`src/lrmg_pkg.sv`:
```
// Package for the linear resampler with mixer gain.
// Holds shared types, register indexes and arithmetic constants.
// No dependencies.
`default_nettype none

package lrmg_pkg;

  // Sample and phase widths.
  localparam int SAMPLE_W = 16;
  localparam int PHASE_W  = 21;
  localparam int STEP_W   = 20;
  localparam int GAIN_W   = 9;
  localparam int LEVEL_W  = 4;
  localparam int PROD_W   = 2 * LEVEL_W;

  // Configuration port geometry.
  localparam int CFG_DATA_W = 32;
  localparam int CFG_ADDR_W = 4;
  localparam int REG_IDX_W  = 2;

  // Register indexes (byte address is four times the index).
  localparam logic [REG_IDX_W-1:0] REG_PHASE_STEP    = 2'd0;
  localparam logic [REG_IDX_W-1:0] REG_MASTER_VOLUME = 2'd1;
  localparam logic [REG_IDX_W-1:0] REG_SOURCE_VOLUME = 2'd2;

  // Phase and step limits with 16 fraction bits (phase 5.16, step 4.16).
  localparam logic [PHASE_W-1:0] PHASE_ONE  = 21'h10000;
  localparam logic [STEP_W-1:0]  STEP_MIN   = 20'd1024;
  localparam logic [STEP_W-1:0]  STEP_RESET = 20'd65536;

  // Mixer volume defaults and gain reciprocal. A gain of p*256/225 is
  // estimated as (p*GAIN_RECIP) >> GAIN_SHIFT and then corrected by one.
  localparam logic [7:0]         VOLUME_RESET  = 8'd204;
  localparam logic [LEVEL_W-1:0] DEFAULT_LEVEL = 4'd12;
  localparam int GAIN_DIV   = 225;
  localparam int GAIN_RECIP = 1165;
  localparam int GAIN_SHIFT = 10;
  localparam int GAIN_RESET = 12 * 12 * 256 / GAIN_DIV;
  localparam int LEVEL_PROD_RESET = 12 * 12;

  // Output clamp limits.
  localparam int SAMPLE_MAX = 32767;
  localparam int SAMPLE_MIN = -32768;

  // Default depth of the queue between front and back.
  localparam int QUEUE_DEPTH = 4;

  // Kind of an input item, decided by the front.
  typedef enum logic [1:0] {
    KIND_FIRST  = 2'd0,
    KIND_SECOND = 2'd1,
    KIND_LATER  = 2'd2
  } kind_t;

  // One queued item.
  typedef struct packed {
    kind_t                kind;
    logic [SAMPLE_W-1:0]  sample;
  } entry_t;

  // Derived configuration seen by the back.
  typedef struct packed {
    logic [STEP_W-1:0] step;
    logic [GAIN_W-1:0] gain;
  } cfg_t;

  // Mixer level of a volume byte: upper nibble, zero byte means default.
  function automatic logic [LEVEL_W-1:0] level_of(input logic [7:0] vol);
    logic [LEVEL_W-1:0] lvl;
    lvl = (vol == 8'd0) ? DEFAULT_LEVEL : vol[7:4];
    return lvl;
  endfunction

endpackage

`default_nettype wire

```
`src/linear_resampler_with_mixer_gain.sv`:
```
// Top level of the linear resampler with mixer gain.
// Depends on lrmg_pkg, lrmg_front, lrmg_back and lrmg_cfg.
//
//   Channel   Direction  Carries
//   in_*      slave      one signed 16-bit source sample per item
//   out_*     master     one mixed output sample per item, tlast on the last of a run
//   cfg_*     slave      APB-style writes and reads of phase_step and the volumes
//
// The back part accepts an item, then issues one output per cycle while the output
// is not stalled. An item produces 1 to 64 outputs, or none, and the back part takes
// no new item until it has issued the last output of the current one.
// Outputs pass from issue through the multiply pipeline registers to the output.
// The queue in front lets the input side keep accepting while the output stalls.
// Reset is synchronous and active low; it clears priming, phase and the queue.
// Derived step and gain follow a register write through their own registers.
`default_nettype none

module linear_resampler_with_mixer_gain #(
  parameter int QUEUE_DEPTH = lrmg_pkg::QUEUE_DEPTH
) (
  input  wire                                clk,
  input  wire                                rst_n,
  // Input channel.
  input  wire                                in_tvalid,
  output logic                               in_tready,
  input  wire  [15:0]                        in_tdata,   // [15:0] source_sample
  // Result channel.
  output logic                               out_tvalid,
  input  wire                                out_tready,
  output logic [15:0]                        out_tdata,  // [15:0] mixed_sample
  output logic                               out_tlast,
  // Configuration port.
  input  wire                                cfg_psel,
  input  wire                                cfg_penable,
  input  wire                                cfg_pwrite,
  input  wire  [lrmg_pkg::CFG_ADDR_W-1:0]    cfg_paddr,
  input  wire  [lrmg_pkg::CFG_DATA_W-1:0]    cfg_pwdata,
  output logic [lrmg_pkg::CFG_DATA_W-1:0]    cfg_prdata,
  output logic                               cfg_pready
);

  lrmg_pkg::cfg_t   cfg;
  lrmg_pkg::entry_t q_data;
  logic             q_valid, q_ready;

  lrmg_cfg u_cfg (
    .clk     (clk),
    .rst_n   (rst_n),
    .psel    (cfg_psel),
    .penable (cfg_penable),
    .pwrite  (cfg_pwrite),
    .paddr   (cfg_paddr),
    .pwdata  (cfg_pwdata),
    .prdata  (cfg_prdata),
    .pready  (cfg_pready),
    .cfg     (cfg)
  );

  lrmg_front #(
    .QUEUE_DEPTH (QUEUE_DEPTH)
  ) u_front (
    .clk       (clk),
    .rst_n     (rst_n),
    .in_valid  (in_tvalid),
    .in_ready  (in_tready),
    .in_sample (in_tdata),
    .q_valid   (q_valid),
    .q_ready   (q_ready),
    .q_data    (q_data)
  );

  lrmg_back u_back (
    .clk        (clk),
    .rst_n      (rst_n),
    .cfg        (cfg),
    .q_valid    (q_valid),
    .q_ready    (q_ready),
    .q_data     (q_data),
    .out_valid  (out_tvalid),
    .out_ready  (out_tready),
    .out_sample (out_tdata),
    .out_last   (out_tlast)
  );

endmodule

`default_nettype wire

```
`src/lrmg_queue.sv`:
```
// Short first-in first-out queue of classified items between front and back.
// Uses lrmg_pkg for the entry type.
`default_nettype none

module lrmg_queue #(
  parameter int DEPTH = lrmg_pkg::QUEUE_DEPTH
) (
  input  wire                  clk,
  input  wire                  rst_n,
  input  wire                  push,
  input  lrmg_pkg::entry_t     push_data,
  output logic                 not_full,
  output logic                 not_empty,
  input  wire                  pop,
  output lrmg_pkg::entry_t     pop_data
);

  localparam int PTR_W = (DEPTH > 1) ? $clog2(DEPTH) : 1;
  localparam int CNT_W = $clog2(DEPTH + 1);
  localparam logic [PTR_W-1:0] PTR_LAST = PTR_W'(DEPTH - 1);
  localparam logic [CNT_W-1:0] CNT_FULL = CNT_W'(DEPTH);

  lrmg_pkg::entry_t mem_r [DEPTH];
  logic [PTR_W-1:0] wr_ptr_r, wr_ptr_nxt;
  logic [PTR_W-1:0] rd_ptr_r, rd_ptr_nxt;
  logic [CNT_W-1:0] count_r, count_nxt;
  logic             do_push, do_pop;

  assign not_full  = (count_r != CNT_FULL);
  assign not_empty = (count_r != '0);
  assign do_push   = push && not_full;
  assign do_pop    = pop && not_empty;
  assign pop_data  = mem_r[rd_ptr_r];

  // Pointer and fill count update.
  always_comb begin
    wr_ptr_nxt = wr_ptr_r;
    rd_ptr_nxt = rd_ptr_r;
    count_nxt  = count_r;
    if (do_push) begin
      wr_ptr_nxt = (wr_ptr_r == PTR_LAST) ? '0 : wr_ptr_r + 1'b1;
    end
    if (do_pop) begin
      rd_ptr_nxt = (rd_ptr_r == PTR_LAST) ? '0 : rd_ptr_r + 1'b1;
    end
    if (do_push && !do_pop) begin
      count_nxt = count_r + 1'b1;
    end else if (do_pop && !do_push) begin
      count_nxt = count_r - 1'b1;
    end
  end

  always_ff @(posedge clk) begin
    if (!rst_n) begin
      wr_ptr_r <= '0;
      rd_ptr_r <= '0;
      count_r  <= '0;
    end else begin
      wr_ptr_r <= wr_ptr_nxt;
      rd_ptr_r <= rd_ptr_nxt;
      count_r  <= count_nxt;
    end
  end

  // Entry storage needs no reset.
  always_ff @(posedge clk) begin
    if (do_push) begin
      mem_r[wr_ptr_r] <= push_data;
    end
  end

  a_count_bound: assert property (@(posedge clk) disable iff (!rst_n)
    count_r <= CNT_FULL)
    else $error("queue fill count above depth");

  a_count_grow: assert property (@(posedge clk) disable iff (!rst_n)
    (do_push && !do_pop) |=> (count_r == $past(count_r) + 1'b1))
    else $error("queue fill count did not grow on push");

endmodule

`default_nettype wire

```
`src/lrmg_front.sv`:
```
// Front part: accepts source samples, tags each with its priming kind and
// queues it for the back part. Uses lrmg_pkg and lrmg_queue.
`default_nettype none

module lrmg_front #(
  parameter int QUEUE_DEPTH = lrmg_pkg::QUEUE_DEPTH
) (
  input  wire                              clk,
  input  wire                              rst_n,
  input  wire                              in_valid,
  output logic                             in_ready,
  input  wire  [lrmg_pkg::SAMPLE_W-1:0]    in_sample,
  output logic                             q_valid,
  input  wire                              q_ready,
  output lrmg_pkg::entry_t                 q_data
);

  // Priming count: 0 empty, 1 one sample held, 2 primed.
  logic [1:0]       prime_r, prime_nxt;
  logic             accept;
  lrmg_pkg::entry_t entry;

  assign accept = in_valid && in_ready;

  // Classify the item by how far priming has gone.
  always_comb begin
    entry.sample = in_sample;
    prime_nxt    = prime_r;
    unique case (prime_r)
      2'd0:    entry.kind = lrmg_pkg::KIND_FIRST;
      2'd1:    entry.kind = lrmg_pkg::KIND_SECOND;
      default: entry.kind = lrmg_pkg::KIND_LATER;
    endcase
    if (accept && prime_r != 2'd2) begin
      prime_nxt = prime_r + 1'b1;
    end
  end

  always_ff @(posedge clk) begin
    if (!rst_n) begin
      prime_r <= '0;
    end else begin
      prime_r <= prime_nxt;
    end
  end

  lrmg_queue #(
    .DEPTH (QUEUE_DEPTH)
  ) u_queue (
    .clk       (clk),
    .rst_n     (rst_n),
    .push      (in_valid),
    .push_data (entry),
    .not_full  (in_ready),
    .not_empty (q_valid),
    .pop       (q_ready),
    .pop_data  (q_data)
  );

endmodule

`default_nettype wire

```
`src/lrmg_back.sv`:
```
// Back part: takes classified items from the queue, keeps the sample pair
// and phase, and issues one interpolated, gain-scaled output per cycle when
// the output is not stalled, through a three-stage pipeline. Uses lrmg_pkg.
`default_nettype none

module lrmg_back (
  input  wire                              clk,
  input  wire                              rst_n,
  input  lrmg_pkg::cfg_t                   cfg,
  input  wire                              q_valid,
  output logic                             q_ready,
  input  lrmg_pkg::entry_t                 q_data,
  output logic                             out_valid,
  input  wire                              out_ready,
  output logic [lrmg_pkg::SAMPLE_W-1:0]    out_sample,
  output logic                             out_last
);

  localparam int SW = lrmg_pkg::SAMPLE_W;
  localparam int PW = lrmg_pkg::PHASE_W;

  // Sequencer state.
  logic [SW-1:0] prev_r, prev_nxt;
  logic [SW-1:0] cur_r, cur_nxt;
  logic [PW-1:0] phase_r, phase_nxt;
  logic          active_r, active_nxt;

  logic          en, issue, pop;
  logic [PW-1:0] phase_sum, phase_sub;
  logic          issue_last;

  // Pipeline registers.
  logic                 s1_v_r, s1_last_r;
  logic signed [25:0]   s1_prod_r;
  logic [SW-1:0]        s1_prev_r;
  logic                 s2_v_r, s2_last_r;
  logic signed [26:0]   s2_prod_r;
  logic                 out_valid_r, out_last_r;
  logic [SW-1:0]        out_data_r;

  logic signed [16:0]   diff;
  logic signed [8:0]    frac_s;
  logic signed [25:0]   s1_prod_nxt;
  logic signed [17:0]   s1_shift, interp18;
  logic signed [16:0]   interp;
  logic signed [9:0]    gain_s;
  logic signed [26:0]   s2_prod_nxt;
  logic signed [18:0]   scaled;
  logic [SW-1:0]        clamped;

  // The whole pipeline moves when the output register is free or taken.
  assign en      = !out_valid_r || out_ready;
  assign issue   = active_r && en;
  assign q_ready = !active_r;
  assign pop     = !active_r && q_valid;

  assign phase_sum  = phase_r + PW'(cfg.step);
  assign issue_last = (phase_sum >= lrmg_pkg::PHASE_ONE);
  assign phase_sub  = (phase_r >= lrmg_pkg::PHASE_ONE) ?
                      phase_r - lrmg_pkg::PHASE_ONE : phase_r;

  // Item intake and output issue.
  always_comb begin
    prev_nxt   = prev_r;
    cur_nxt    = cur_r;
    phase_nxt  = phase_r;
    active_nxt = active_r;
    if (issue) begin
      phase_nxt  = phase_sum;
      active_nxt = !issue_last;
    end else if (pop) begin
      unique case (q_data.kind)
        lrmg_pkg::KIND_FIRST: begin
          prev_nxt = q_data.sample;
        end
        lrmg_pkg::KIND_SECOND: begin
          cur_nxt    = q_data.sample;
          phase_nxt  = '0;
          active_nxt = 1'b1;
        end
        lrmg_pkg::KIND_LATER: begin
          prev_nxt   = cur_r;
          cur_nxt    = q_data.sample;
          phase_nxt  = phase_sub;
          active_nxt = (phase_sub < lrmg_pkg::PHASE_ONE);
        end
        default: begin
        end
      endcase
    end
  end

  always_ff @(posedge clk) begin
    if (!rst_n) begin
      prev_r   <= '0;
      cur_r    <= '0;
      phase_r  <= '0;
      active_r <= 1'b0;
    end else begin
      prev_r   <= prev_nxt;
      cur_r    <= cur_nxt;
      phase_r  <= phase_nxt;
      active_r <= active_nxt;
    end
  end

  // Stage 1: difference times the 8-bit phase fraction.
  assign diff        = {cur_r[SW-1], cur_r} - {prev_r[SW-1], prev_r};
  assign frac_s      = {1'b0, phase_r[15:8]};
  assign s1_prod_nxt = diff * frac_s;

  // Stage 2: interpolated sample times the gain. Taking the upper bits of a
  // signed product floors the division by 256.
  assign s1_shift    = s1_prod_r[25:8];
  assign interp18    = {{2{s1_prev_r[SW-1]}}, s1_prev_r} + s1_shift;
  assign interp      = interp18[16:0];
  assign gain_s      = {1'b0, cfg.gain};
  assign s2_prod_nxt = interp * gain_s;

  // Stage 3: floor by 256 and clamp to 16 bits.
  assign scaled = s2_prod_r[26:8];
  always_comb begin
    if (scaled > 19'(lrmg_pkg::SAMPLE_MAX)) begin
      clamped = SW'(lrmg_pkg::SAMPLE_MAX);
    end else if (scaled < 19'(lrmg_pkg::SAMPLE_MIN)) begin
      clamped = SW'(lrmg_pkg::SAMPLE_MIN);
    end else begin
      clamped = scaled[SW-1:0];
    end
  end

  // Pipeline valid bits.
  always_ff @(posedge clk) begin
    if (!rst_n) begin
      s1_v_r      <= 1'b0;
      s2_v_r      <= 1'b0;
      out_valid_r <= 1'b0;
    end else if (en) begin
      s1_v_r      <= issue;
      s2_v_r      <= s1_v_r;
      out_valid_r <= s2_v_r;
    end
  end

  // Pipeline payload.
  always_ff @(posedge clk) begin
    if (en) begin
      s1_prod_r  <= s1_prod_nxt;
      s1_prev_r  <= prev_r;
      s1_last_r  <= issue_last;
      s2_prod_r  <= s2_prod_nxt;
      s2_last_r  <= s1_last_r;
      out_data_r <= clamped;
      out_last_r <= s2_last_r;
    end
  end

  assign out_valid  = out_valid_r;
  assign out_sample = out_data_r;
  assign out_last   = out_last_r;

  a_active_phase: assert property (@(posedge clk) disable iff (!rst_n)
    active_r |-> (phase_r < lrmg_pkg::PHASE_ONE))
    else $error("sequencer active with phase at or above one");

  a_last_stops: assert property (@(posedge clk) disable iff (!rst_n)
    (issue && issue_last) |=> !active_r)
    else $error("sequencer still active after the last output of an item");

  a_stage_flow: assert property (@(posedge clk) disable iff (!rst_n)
    (en && s2_v_r) |=> out_valid_r)
    else $error("stage 2 result lost on the way to the output register");

endmodule

`default_nettype wire

```
`src/lrmg_cfg.sv`:
```
// Configuration registers on an APB-style port, plus the effective step and
// the mixer gain derived from them. Uses lrmg_pkg.
`default_nettype none

module lrmg_cfg (
  input  wire                                clk,
  input  wire                                rst_n,
  input  wire                                psel,
  input  wire                                penable,
  input  wire                                pwrite,
  input  wire  [lrmg_pkg::CFG_ADDR_W-1:0]    paddr,
  input  wire  [lrmg_pkg::CFG_DATA_W-1:0]    pwdata,
  output logic [lrmg_pkg::CFG_DATA_W-1:0]    prdata,
  output logic                               pready,
  output lrmg_pkg::cfg_t                     cfg
);

  localparam int SW = lrmg_pkg::STEP_W;
  localparam int GW = lrmg_pkg::GAIN_W;
  localparam int PW = lrmg_pkg::PROD_W;

  logic [SW-1:0] step_reg_r;
  logic [7:0]    master_r, source_r;
  logic [SW-1:0] step_eff_r, step_eff_nxt;
  logic [PW-1:0] lvl_prod_r, lvl_prod_nxt;
  logic [GW-1:0] gain_r, gain_nxt;

  logic                              wr;
  logic [lrmg_pkg::REG_IDX_W-1:0]    idx;
  logic [17:0]                       recip_prod;
  logic [7:0]                        q_est;
  logic [15:0]                       rem;

  assign pready = 1'b1;
  assign wr     = psel && penable && pwrite;
  assign idx    = paddr[3:2];

  // Register writes; an index past the list is ignored.
  always_ff @(posedge clk) begin
    if (!rst_n) begin
      step_reg_r <= lrmg_pkg::STEP_RESET;
      master_r   <= lrmg_pkg::VOLUME_RESET;
      source_r   <= lrmg_pkg::VOLUME_RESET;
    end else if (wr) begin
      case (idx)
        lrmg_pkg::REG_PHASE_STEP:    step_reg_r <= pwdata[SW-1:0];
        lrmg_pkg::REG_MASTER_VOLUME: master_r   <= pwdata[7:0];
        lrmg_pkg::REG_SOURCE_VOLUME: source_r   <= pwdata[7:0];
        default: begin
        end
      endcase
    end
  end

  // Register read-back.
  always_comb begin
    case (idx)
      lrmg_pkg::REG_PHASE_STEP:    prdata = 32'(step_reg_r);
      lrmg_pkg::REG_MASTER_VOLUME: prdata = 32'(master_r);
      lrmg_pkg::REG_SOURCE_VOLUME: prdata = 32'(source_r);
      default:                     prdata = '0;
    endcase
  end

  // Effective step: zero and small values saturate to the minimum.
  assign step_eff_nxt = (step_reg_r < lrmg_pkg::STEP_MIN) ? lrmg_pkg::STEP_MIN : step_reg_r;

  // Level product, registered before the gain division.
  assign lvl_prod_nxt = {4'd0, lrmg_pkg::level_of(master_r)} *
                        {4'd0, lrmg_pkg::level_of(source_r)};

  // Gain = product * 256 / 225 by reciprocal estimate and one correction.
  assign recip_prod = {10'd0, lvl_prod_r} * 18'(lrmg_pkg::GAIN_RECIP);
  assign q_est      = recip_prod[17:lrmg_pkg::GAIN_SHIFT];
  assign rem        = {lvl_prod_r, 8'd0} - ({8'd0, q_est} * 16'(lrmg_pkg::GAIN_DIV));
  assign gain_nxt   = (rem >= 16'(lrmg_pkg::GAIN_DIV)) ? GW'(q_est) + 1'b1 : GW'(q_est);

  always_ff @(posedge clk) begin
    if (!rst_n) begin
      step_eff_r <= lrmg_pkg::STEP_RESET;
      lvl_prod_r <= PW'(lrmg_pkg::LEVEL_PROD_RESET);
      gain_r     <= GW'(lrmg_pkg::GAIN_RESET);
    end else begin
      step_eff_r <= step_eff_nxt;
      lvl_prod_r <= lvl_prod_nxt;
      gain_r     <= gain_nxt;
    end
  end

  assign cfg.step = step_eff_r;
  assign cfg.gain = gain_r;

endmodule

`default_nettype wire

```
`config.mk`:
```
export PLATFORM = sky130hd
export DESIGN_NAME = linear_resampler_with_mixer_gain
export DESIGN_NICKNAME = d
export VERILOG_FILES = /design/src/lrmg_pkg.sv /design/src/linear_resampler_with_mixer_gain.sv /design/src/lrmg_queue.sv /design/src/lrmg_front.sv /design/src/lrmg_back.sv /design/src/lrmg_cfg.sv
export SDC_FILE = /design/constraint.sdc
export NUM_CORES = 1
export LEC_CHECK = 0
export ABC_AREA = 1
export BUFFER_PORTS_ARGS = -buffer_cell sky130_fd_sc_hd__buf_2
export CAP_MARGIN = 25
export CORE_UTILIZATION = 37
export DETAILED_ROUTE_END_ITERATION = 8
export PLACE_DENSITY = 0.61
export SLEW_MARGIN = 40
export SYNTH_ARGS = -nofsm -noshare
export SYNTH_HDL_FRONTEND = slang
export SYNTH_SLANG_ARGS = --single-unit
```
`constraint.sdc`:
```
create_clock -name clk -period 9.05 [get_ports clk]
set_clock_uncertainty 0.15 [all_clocks]
set_input_delay 0.4525 -clock clk [delete_from_list [all_inputs] [get_ports clk]]
set_output_delay 0.4525 -clock clk [all_outputs]
set_load 0.02 [all_outputs]
```
==> results of run 1 <==
[metal layers]
layer / vias up / track usage / routed length, µm
met2: 393 / 0.2865 / 28090
li1: 10627 / - / -
met4: 2 / 0.04435 / 1311
met1: 9849 / 0.2266 / 29130
met5: - / 0 / 17
met3: 91 / 0.02258 / 2398
[kinds of logic after synthesis]
kind of cell,after synthesis
flip-flops,284
adder cells (fa/ha/maj),533
XOR/XNOR,80
AO/OA/AOI/OAI,476
other,2
buffers and inverters,732
AND/OR/NAND/NOR,1189
[placed cells by master, fill, tap and decap left out, types with 14 or more instances in the layout]
| master | n |
|---|---|
| or2_2 | 18 |
| a21o_1 | 17 |
| edfxtp_1 | 143 |
| nand3_1 | 125 |
| fa_1 | 264 |
| nand2_2 | 14 |
| nor3_1 | 18 |
| xnor2_1 | 20 |
| nand4_1 | 30 |
| buf_2 | 83 |
| o21ai_0 | 135 |
| dlygate4sd3_1 | 30 |
| nor2_1 | 338 |
| nand2_1 | 606 |
| a21oi_1 | 221 |
| xor2_1 | 54 |
| dfxtp_1 | 141 |
| clkbuf_16 | 34 |
| ha_1 | 269 |
| inv_1 | 632 |
| a211oi_1 | 15 |
[flip-flops by register name (all words and copies together) (netlist names), 2 cells and up, named ones only]
register,flops
u_front.prime_r,2
u_back.out_sample,16
u_back.s1_prod_r,17
u_back.prev_r,16
u_front.u_queue.mem_r,72
u_cfg.gain_r,9
u_back.s2_prod_r,19
u_cfg.step_eff_r,20
u_cfg.source_r,8
u_back.phase_r,21
u_back.cur_r,16
u_front.u_queue.count_r,3
u_cfg.step_reg_r,20
u_cfg.lvl_prod_r,8
u_front.u_queue.wr_ptr_r,2
u_cfg.master_r,8
u_back.s1_prev_r,16
u_front.u_queue.rd_ptr_r,2
[per-stage QoR]
| step | power (mW) | hold WS [ns] |
|---|---|---|
| 2_1_floorplan | 7.998 | 0.2503 |
| 6_report | 11.05 | 0.03666 |
| 5_1_grt | 12.32 | 0.05717 |
| 3_3_place_gp | 9.656 | 0.2538 |
| 4_1_cts | 11.18 | 0.002669 |
| 3_5_place_dp | 9.725 | 0.2545 |
[path summary, 6_finish.rpt]
kind,start,end,slack (ns)
setup reg to reg,u_cfg.lvl_prod_r[6],u_cfg.gain_r[4],1.59
setup / recovery,u_cfg.lvl_prod_r[6],u_cfg.gain_r[4],1.59
hold / removal,cfg_pwdata[11],u_cfg.step_reg_r[11],0.04
hold reg to reg,u_back.s1_last_r,u_back.s2_last_r,0.26
[final cells by class]
type,count,area [µm²],share of cell area
inverter,646,2425,0.08112
timing repair buffer,127,844.6,0.02825
tap,950,1189,0.03976
sequential,284,7117,0.2381
clock buffer,36,858.3,0.02871
clock inverter,25,257.7,0.008622
multi-input combinational,2291,17200,0.5754
[cell usage after synthesis (all sizes together), types with 3 or more instances]
library cell,count
o22ai,7
buf,28
nor3,20
nor4,10
nand3b,9
a21oi,229
o211ai,9
or2,21
edfxtp,143
a221oi,5
clkbuf,58
nor2,343
nand4,31
xor2,59
o21a,4
a21o,17
o221ai,9
a211oi,15
a21boi,4
xnor2,21
dfxtp,141
a31oi,9
nand2,621
o21ai,140
ha,269
nand2b,3
nand3,128
o31ai,3
inv,645
fa,264
o21bai,11
a32o,11
[power by group through the flow]
stage | clock network (mW) | logic [mW] | registers [mW]
finish | 1.37 | 7.76 | 1.92
global route | 1.45 | 8.92 | 1.95
CTS | 1.41 | 7.85 | 1.92
detailed placement | 0 | 7.78 | 1.95
global placement | 0 | 7.72 | 1.94
floorplan | 0 | 6.07 | 1.93
[tightest hold or removal path, delay by kind of cell]
family                 cells  cell delay [ns]
AO/OA/AOI/OAI              2             0.18
buffers and inverters      1             0.07
[what timing repair did]
item	CTS	global route
setup buffers	0	0
hold buffers	30	0
endpoints found under the hold margin	82	0
==> metrics.csv, run 1 <==
stage;metric;value;unit
outcome;status;finished, final reports clean;
cts;Num CTS Buffers;34;
pwr;P per Cell Area;369.5;nW/µm²
detailed_routing;Post-route DRC;0;
pwr;Net Switching;5.840;mW
logic_synthesis;complex-gate fraction of the synthesized area;0.1015;
layout;Ant. Diodes;0;
placement;port bufs;83;
placement;GPL Wtd Cong;0.8903;
sta;setup TNS;0;ns
sta;Max Freq;134.0;MHz
logic_synthesis;XOR/XNOR share of the synthesized area;0.02878;
logic_synthesis;sequential area share after synthesis;0.2627;
cts;CTS root buffer;clkbuf_16;
global_route;largest net degree at the start of global routing;72;
sta;count of pins over their slew limit;0;
layout;Final Non-Filler Cells;4359;
logic_synthesis;top cells by area in the synthesized netlist;fa_1 20%, edfxtp_1 16%, ha_1 12%;
logic_synthesis;Primary FF master, synth;edfxtp_1;
logic_synthesis;Synth top area share;0.1951;
critical_path;Crit. End Element;register;
logic_synthesis;Synth Register Bits;284;
floorplan;core box area;71980;µm²
placement;Post-DP HPWL;48210;µm
detailed_routing;Detailed Route WL;60950;µm
hold_path;worst min path class;input pin to register;
global_route;Total GRT Usage;0.1692;
hold_path;hold-critical path depth;3;
floorplan;Starting Density;0.3764;
detailed_routing;1st-pass router iterations;5;
critical_path;Required @ worst endpoint;9.38;ns
cts;Worst-Skew Late Latency;0.57;ns
pwr;Clock power frac;0.124;
floorplan;Chip Width;272.6;µm
cts;CTS tree;built;
sta;minimum clock period;7.463;ns
pwr;P_int;5.205;mW
global_route;vias in the first global route;21072;
sta;Finish-stage setup viols;0;
cts;Clock Path Buffers;3;
cts;CTS H-Tree Depth;2;
detailed_routing;via-per-instance ratio;4.809;
cts;Clock Pin Slew Worst Setup and Hold Paths;0.06;ns
floorplan;Row Count;98;
logic_synthesis;Post-Synth Adder-Cell Area;0.3194;
critical_path;Crit path buffers/inverters;7;
logic_synthesis;Simple-Gate Fraction of Synth Area;0.1835;
global_route;first-pass GRT wire length;103300;µm
logic_synthesis;Cell variety after synth;63;
pwr;Sequential Power Share;0.173;
critical_path;CP arrival;7.79;ns
logic_synthesis;Synth Warn #;0;
sta;Slew Limit Headroom;0.5281;
logic_synthesis;Synth Cell Area;27090;µm²
cts;clock sink count;284;
critical_path;CP Launch Type;register;
layout;Layout fillers;7262;
logic_synthesis;ys async rst share;0;
sta;Worst Tran Pin Value;0.7079;ns
sta;final worst setup slack;1.587;ns
pwr;logic gate share of total power;0.702;
floorplan;die area;74300;µm²
floorplan;die height;272.6;µm
critical_path;Levels on crit path;32;
cts;# resized after CTS;0;
global_route;initial antenna violation count;1;
detailed_routing;Antenna Nets Post-Route;0;
critical_path;CP max stage delay;0.56;ns
pwr;Lkg Pwr;14.99;nW
logic_synthesis;Post-synth EDFFs;143;
placement;pre-CTS WS;1.532;ns
sta;RSZ-0062 raised after global routing;no;
layout;Core Util, Final;0.4153;
global_route;total grt overflow;0;
sta;final clock period utilization by the worst path;0.8246;
critical_path;Reg2Reg Depth;32;
pwr;peak supply drop;0.3119;mV
logic_synthesis;mux contribution to synthesized area;0;
critical_path;CP top delay family;adder cells;
critical_path;Setup CP Type;register to register;
floorplan;Ports;111;
placement;Area after DPL;28450;µm²
layout;Nets;3976;
logic_synthesis;Synth Area per Inst;8.219;µm²
sta;final hold violations;0;
critical_path;Slowest-stage cell, CP;fa_1;
placement;Placed Cells;4267;
layout;share of cells above drive strength 1;0.06747;
layout;Final Cell Area;29890;µm²
detailed_routing;First DRT Iteration DRCs;949;
critical_path;crit-path max FO;8;
job;Max Cap Violations;0;
detailed_routing;via count;20962;
pwr;switching share of power;0.5287;
logic_synthesis;largest family of logic cells by synthesized area;adder cells;
logic_synthesis;cells after synthesis;3296;
layout;synthesis-to-finish area growth;10.35;%
detailed_routing;Avg WL per Cell;13.98;µm
logic_synthesis;area leader, netlist;fa_1;
No activity file was read; power rests on OpenSTA's default activity.
==> run 2: changes to the inputs <==
--- a/config.mk
+++ b/config.mk
@@ -10,7 +10,7 @@
 export CAP_MARGIN = 25
 export CORE_UTILIZATION = 37
 export DETAILED_ROUTE_END_ITERATION = 8
-export PLACE_DENSITY = 0.61
+export PLACE_DENSITY = 0.63
 export SLEW_MARGIN = 40
 export SYNTH_ARGS = -nofsm -noshare
 export SYNTH_HDL_FRONTEND = slang
==> constraint.sdc (replaced) <==
create_clock -name clk -period 6.3 [get_ports clk]
set_clock_uncertainty 0.15 [all_clocks]
set_input_delay 0.315 -clock clk [delete_from_list [all_inputs] [get_ports clk]]
set_output_delay 0.315 -clock clk [all_outputs]
set_load 0.02 [all_outputs]
==> run 2 against run 1 <==
Effect of this change:
- the flow now finishes with violations (setup timing)
- utilization rose by 5.7 points
- flip-flop and latch count did not move
- final cell count rose by 6.4%
- cell area rose by 14%
- routed wire length rose by 9.5%
- critical path type unchanged
- count of clock-buffer cells in the layout rose by 9
- setup slack got worse by 1.8 ns
- first-iteration DRC count rose by 24%
- largest cell class unchanged
- highest routed layer is now met4
- maximum frequency rose by 15%
==> metrics.csv, run 2 (synthesis results as in run 1) <==
stage;metric;value;unit
outcome;status;complete, but fails checks;
outcome;failing checks;setup timing;
layout;Final Cell Area;33970;µm²
layout;commonest non-fill, non-tap cell in the layout;inv_1;
critical_path;CP max stage delay;0.51;ns
sta;setup TNS;-1.357;ns
critical_path;Crit path buffers/inverters;4;
critical_path;R2R Path Start;u_cfg.lvl_prod_r[5];
global_route;initial antenna violation count;0;
layout;Layout fillers;6704;
layout;synthesis-to-finish area growth;25.40;%
layout;multi-input logic area;18990;µm²
placement;port bufs;83;
detailed_routing;Antenna Nets Post-Route;0;
layout;Core Util, Final;0.4719;
global_route;first-pass GRT wire length;108700;µm
critical_path;CP arrival;6.80;ns
critical_path;Setup CP Type;register to register;
critical_path;CP Launch Type;register;
floorplan;Chip Width;272.6;µm
hold_path;worst min path class;input pin to register;
sta;Finish-stage setup viols;10;
sta;Max Freq;154.4;MHz
critical_path;CP top delay family;adder cells;
floorplan;core box area;71980;µm²
global_route;total grt overflow;0;
critical_path;Slowest-stage cell, CP;fa_1;
global_route;vias in the first global route;22175;
detailed_routing;via-per-instance ratio;4.816;
floorplan;Row Count;98;
placement;Area after DPL;30100;µm²
critical_path;Required @ worst endpoint;6.62;ns
critical_path;Crit. End Element;register;
global_route;Total GRT Usage;0.1771;
floorplan;die height;272.6;µm
layout;FF/Latch Area;7129;µm²
layout;max reg flops;72;
layout;Largest Register;u_front.u_queue.mem_r;
hold_path;min-delay src;cfg_penable;
job;Max Cap Violations;0;
global_route;largest net degree at the start of global routing;44;
floorplan;Starting Density;0.3764;
cts;Clock Path Buffers;3;
detailed_routing;1st-pass router iterations;5;
sta;Slew Limit Headroom;0.4911;
sta;minimum clock period;6.479;ns
sta;count of pins over their slew limit;0;
floorplan;Ports;111;
sta;Worst Tran Pin Value;0.7633;ns
cts;Worst-Skew Late Latency;0.61;ns
cts;Clock Pin Slew Worst Setup and Hold Paths;0.06;ns
sta;final clock period utilization by the worst path;1.028;
detailed_routing;Avg WL per Cell;14.39;µm
cts;clock sink count;284;
sta;RSZ-0062 raised after global routing;yes;
critical_path;R2R setup slack;-0.18;ns
critical_path;crit-path max FO;5;
sta;final worst setup slack;-0.1786;ns
cts;CTS root buffer;clkbuf_16;
cts;CTS tree;built;
cts;Num CTS Buffers;31;
floorplan;die area;74300;µm²
detailed_routing;Detailed Route WL;66760;µm
detailed_routing;via count;22338;
cts;CTS H-Tree Depth;1;
layout;Nets;4256;
critical_path;crit path from;u_cfg.lvl_prod_r[5];
layout;most frequent cells in the layout;584 x inv_1, 533 x nand2_1, 309 x nor2_1;
placement;pre-CTS WS;-0.3951;ns
layout;share of cells above drive strength 1;0.2218;
detailed_routing;First DRT Iteration DRCs;1176;
layout;registers with the most flip-flops;u_front.u_queue.mem_r (72), u_back.phase_r (21);
sta;final hold violations;0;
placement;GPL Wtd Cong;0.9301;
layout;Ant. Diodes;0;
detailed_routing;Post-route DRC;0;
placement;Post-DP HPWL;50290;µm
## run 2: cell count changes in the layout (fill, tap and decap cells not counted), moves of 29 or more
cell	delta
inv_1	-48
nor2_1	-29
inv_2	+45
ha_1	-63
ha_4	+57
nand2_1	-73
nand2_2	+50
buf_4	+247
a21oi_1	-34
## run 2: tightest hold or removal path: stages
cell and delay, ns:
buf_2 0.10, nand3_1 0.10, nor2_1 0.09, nand2_1 0.06
o211ai_1 0.08
## run 2: routing by layer
layer | global-route usage | routed length, µm
met5 | 0 | 0
met4 | 0.04716 | 1802
met3 | 0.02126 | 2707
met2 | 0.3103 | 31850
met1 | 0.2296 | 30400
## run 2: timing repair
item                                    in CTS  in global routing
endpoints found under the hold margin      103                  1
hold buffers                                37                  1
gates cloned                                 1                  0
resized for setup                          126                265
buffers inserted                            46                 26
pin swaps                                  107                195
endpoints found under the setup margin      22                 37
## run 2: through the flow
| step | hold WS, ns | instances |
|---|---|---|
| detailed placement | 0.2545 | 4472 |
| CTS | 0.02835 | 4613 |
| global placement | 0.2540 | 4472 |
| global route | 0.07513 | 4638 |
| finish | 0.05821 | 4638 |
| floorplan | 0.2503 | 3307 |
## run 2: cell type report
cell class / instances / share of cell area
Clock buffer: 45 / 0.02682
Clock inverter: 12 / 0.006299
Inverter: 646 / 0.07160
Multi-Input combinational cell: 2292 / 0.5589
Sequential cell: 284 / 0.2099
Tap cell: 950 / 0.03499
Timing Repair Buffer: 409 / 0.09150
## run 2: path summary, 6_finish.rpt
path / end / cells after the start
max reg2reg: u_cfg.gain_r[7] / 32
min reg2reg: u_back.out_last / 0
min: u_cfg.step_reg_r[16] / 5
max: u_cfg.gain_r[7] / 32
Power of run 2 is left out: the tool's default activity adds up to more than one toggle a clock period on the data nets, which glitch-free logic cannot reach.
==> run 3: changes to the inputs <==
--- a/config.mk
+++ b/config.mk
@@ -5,7 +5,6 @@
 export SDC_FILE = /design/constraint.sdc
 export NUM_CORES = 1
 export LEC_CHECK = 0
-export ABC_AREA = 1
 export BUFFER_PORTS_ARGS = -buffer_cell sky130_fd_sc_hd__buf_2
 export CAP_MARGIN = 25
 export CORE_UTILIZATION = 37
==> run 3 against run 2 <==
Effect of this change:
- the run still ends with setup timing left
- non-clock buffer count up 104
- synthesized area down 3.8%
- cell area down 1.8%
- highest routed layer unchanged
==> metrics.csv, run 3 <==
stage;metric;value;unit
layout;synthesis-to-finish area growth;28.03;%
job;Max Cap Violations;0;
detailed_routing;Avg WL per Cell;13.76;µm
logic_synthesis;cells after synthesis;2669;
logic_synthesis;Synth top area share;0.2028;
sta;Slew Limit Headroom;0.4789;
detailed_routing;First DRT Iteration DRCs;833;
floorplan;core box area;69190;µm²
detailed_routing;Post-route DRC;0;
hold_path;WHS Endpoint;u_front.u_queue.wr_ptr_r[1];
logic_synthesis;Synth Area per Inst;9.764;µm²
detailed_routing;1st-pass router iterations;5;
detailed_routing;Detailed Route WL;56410;µm
critical_path;Crit. End Element;register;
critical_path;Crit path buffers/inverters;5;
critical_path;Slowest-stage cell, CP;fa_1;
layout;commonest non-fill, non-tap cell in the layout;inv_1;
critical_path;Required @ worst endpoint;6.55;ns
cts;Clock Path Buffers;3;
cts;Num CTS Buffers;35;
sta;RSZ-0062 raised after global routing;yes;
pwr;Clock power frac;0.110;
layout;Nets;3735;
cts;Worst-Skew Late Latency;0.55;ns
global_route;Total GRT Usage;0.1616;
layout;most frequent cells in the layout;392 x inv_1, 369 x buf_4, 254 x fa_1;
layout;max reg flops;72;
logic_synthesis;Post-synth EDFFs;143;
cts;CTS tree;built;
placement;port bufs;83;
sta;Max Freq;140.5;MHz
logic_synthesis;area leader, netlist;fa_1;
global_route;vias in the first global route;19902;
critical_path;Setup CP Type;register to register;
global_route;first-pass GRT wire length;95280;µm
cts;CTS root buffer;clkbuf_16;
pwr;P per Cell Area;520.2;nW/µm²
outcome;failing checks;setup timing;
cts;clock sink count;284;
critical_path;CP Launch Type;register;
layout;registers with the most flip-flops;u_front.u_queue.mem_r (72), u_back.phase_r (21);
logic_synthesis;Synth Cell Area;26060;µm²
layout;Final Non-Filler Cells;4099;
pwr;P_int;9.986;mW
critical_path;crit-path max FO;5;
layout;Largest Register;u_front.u_queue.mem_r;
logic_synthesis;top cells by area in the synthesized netlist;fa_1 20%, edfxtp_1 16%, ha_1 13%;
sta;final clock period utilization by the worst path;1.129;
pwr;Sequential Power Share;0.157;
logic_synthesis;Cell variety after synth;97;
logic_synthesis;ys async rst share;0;
hold_path;worst min path class;input pin to register;
critical_path;Reg2Reg Depth;29;
critical_path;R2R setup slack;-0.82;ns
outcome;status;complete, but fails checks;
global_route;initial antenna violation count;0;
critical_path;R2R Path Start;u_cfg.lvl_prod_r[5];
floorplan;Ports;111;
floorplan;Row Count;96;
placement;Placed Cells;3925;
detailed_routing;via count;19381;
layout;Ant. Diodes;0;
global_route;largest net degree at the start of global routing;89;
logic_synthesis;Primary FF master, synth;edfxtp_1;
global_route;total grt overflow;0;
hold_path;hold-critical path depth;4;
detailed_routing;via-per-instance ratio;4.728;
floorplan;die area;71500;µm²
pwr;peak supply drop;0.3599;mV
pwr;logic gate share of total power;0.733;
pwr;Net Switching;7.370;mW
pwr;Design Power;17.36;mW
hold_path;min-delay src;in_tvalid;
sta;setup TNS;-13.44;ns
logic_synthesis;count leader, synth;inv_1;
sta;minimum clock period;7.115;ns
critical_path;CP max stage delay;0.56;ns
layout;share of cells above drive strength 1;0.2623;
placement;GPL Wtd Cong;0.8209;
layout;Core Util, Final;0.4823;
logic_synthesis;sequential area share after synthesis;0.2731;
detailed_routing;Antenna Nets Post-Route;0;
critical_path;Worst path most repeated cell;fa_1;
critical_path;CP arrival;7.36;ns
logic_synthesis;Synth Warn #;0;
critical_path;CP top delay family;adder cells;
cts;CTS H-Tree Depth;2;
layout;Layout fillers;6422;
floorplan;die height;267.4;µm
critical_path;worst r2r dst;u_cfg.gain_r[7];
logic_synthesis;most common library cells after synthesis;424 x inv_1, 269 x ha_1, 264 x fa_1, 252 x nand2_1, 162 x and2_1;
pwr;Lkg Pwr;15.67;nW
placement;pre-CTS WS;-0.8844;ns
sta;final worst setup slack;-0.8152;ns
floorplan;Chip Width;267.4;µm
sta;Worst Tran Pin Value;0.7805;ns
cts;Clock Pin Slew Worst Setup and Hold Paths;0.06;ns
logic_synthesis;Synth Register Bits;284;
sta;final hold violations;0;
floorplan;Starting Density;0.3767;
placement;Post-DP HPWL;43230;µm
pwr;switching share of power;0.4246;
sta;count of pins over their slew limit;0;
sta;Finish-stage setup viols;29;
## run 3: timing repair
| item | 4_1_cts | 5_1_grt |
|---|---|---|
| pin swaps | 119 | 104 |
| endpoints found under the hold margin | 103 | 0 |
| cloned | 1 | 0 |
| buffers inserted | 43 | 35 |
| hold buffers | 37 | 0 |
| endpoints found under the setup margin | 36 | 39 |
| resized for setup | 110 | 123 |
## run 3: worst max-delay path by stage
stage          cells after the start           startpoint  slack, ns         endpoint
2_1_floorplan                     30  u_cfg.lvl_prod_r[4]      -0.72  u_cfg.gain_r[5]
3_3_place_gp                      31  u_cfg.lvl_prod_r[4]      -0.90  u_cfg.gain_r[5]
3_5_place_dp                      30  u_cfg.lvl_prod_r[4]      -0.88  u_cfg.gain_r[5]
4_1_cts                           31  u_cfg.lvl_prod_r[4]      -0.88  u_cfg.gain_r[7]
5_1_grt                           29  u_cfg.lvl_prod_r[5]      -1.09  u_cfg.gain_r[5]
6_report                          29  u_cfg.lvl_prod_r[5]      -0.82  u_cfg.gain_r[7]
## run 3: worst register-to-register path, delay by kind of cell (launching register included)
kind | cells | cell delay [ns]
compound gates | 8 | 1.17
xor+xnor | 1 | 0.17
fa+ha+maj | 10 | 3.73
buf+inv | 5 | 0.43
flops | 1 | 0.36
simple gates | 5 | 0.95
## run 3: logic make-up (layout without fill, tap and decap cells)
| kind of cell | count (synthesis) | in the layout | synth area share |
|---|---|---|---|
| other | 2 | 13 | 0.0002882 |
| buffers and inverters | 512 | 999 | 0.07600 |
| XOR/XNOR | 101 | 102 | 0.03505 |
| adder cells (fa/ha/maj) | 533 | 533 | 0.3320 |
| AO/OA/AOI/OAI | 412 | 412 | 0.1059 |
| multiplexers | 57 | 57 | 0.03058 |
| AND/OR/NAND/NOR | 768 | 768 | 0.1471 |
| flip-flops | 284 | 284 | 0.2731 |
## run 3: layout make-up
type | count | area [µm²] | share of cell area
tap | 931 | 1165 | 0.03491
timing repair buffer | 513 | 3835 | 0.1149
sequential | 284 | 7143 | 0.2141
multi-input combinational | 1885 | 18530 | 0.5554
clock buffer | 48 | 975.9 | 0.02925
clock inverter | 14 | 120.1 | 0.003600
inverter | 424 | 1594 | 0.04777
## run 3: metrics by stage
step,cell area [µm²],hold slack (ns)
floorplan,26580,0.2503
global placement,30160,0.2549
detailed placement,30200,0.2604
CTS,32520,0.02619
global route,33370,0.1061
finish,33370,0.05356
## run 3: power by group through the flow
| stage | registers, mW | clock network [mW] | logic, mW |
|---|---|---|---|
| after global placement | 2.75 | 0 | 10.8 |
| after CTS | 2.73 | 1.97 | 11.9 |
| after global routing | 2.78 | 2.05 | 14.2 |
| after floorplan | 2.74 | 0 | 7.02 |
| after detailed placement | 2.76 | 0 | 11.0 |
| final | 2.73 | 1.92 | 12.7 |
## run 3: layer usage
layer | GRT usage | routed length (µm) | up-vias
li1 | - | - | 9788
met1 | 0.2204 | 27290 | 9284
met2 | 0.2725 | 26440 | 239
met3 | 0.02060 | 1649 | 70
met4 | 0.03495 | 1028 | 0
met5 | 0 | 0 | -
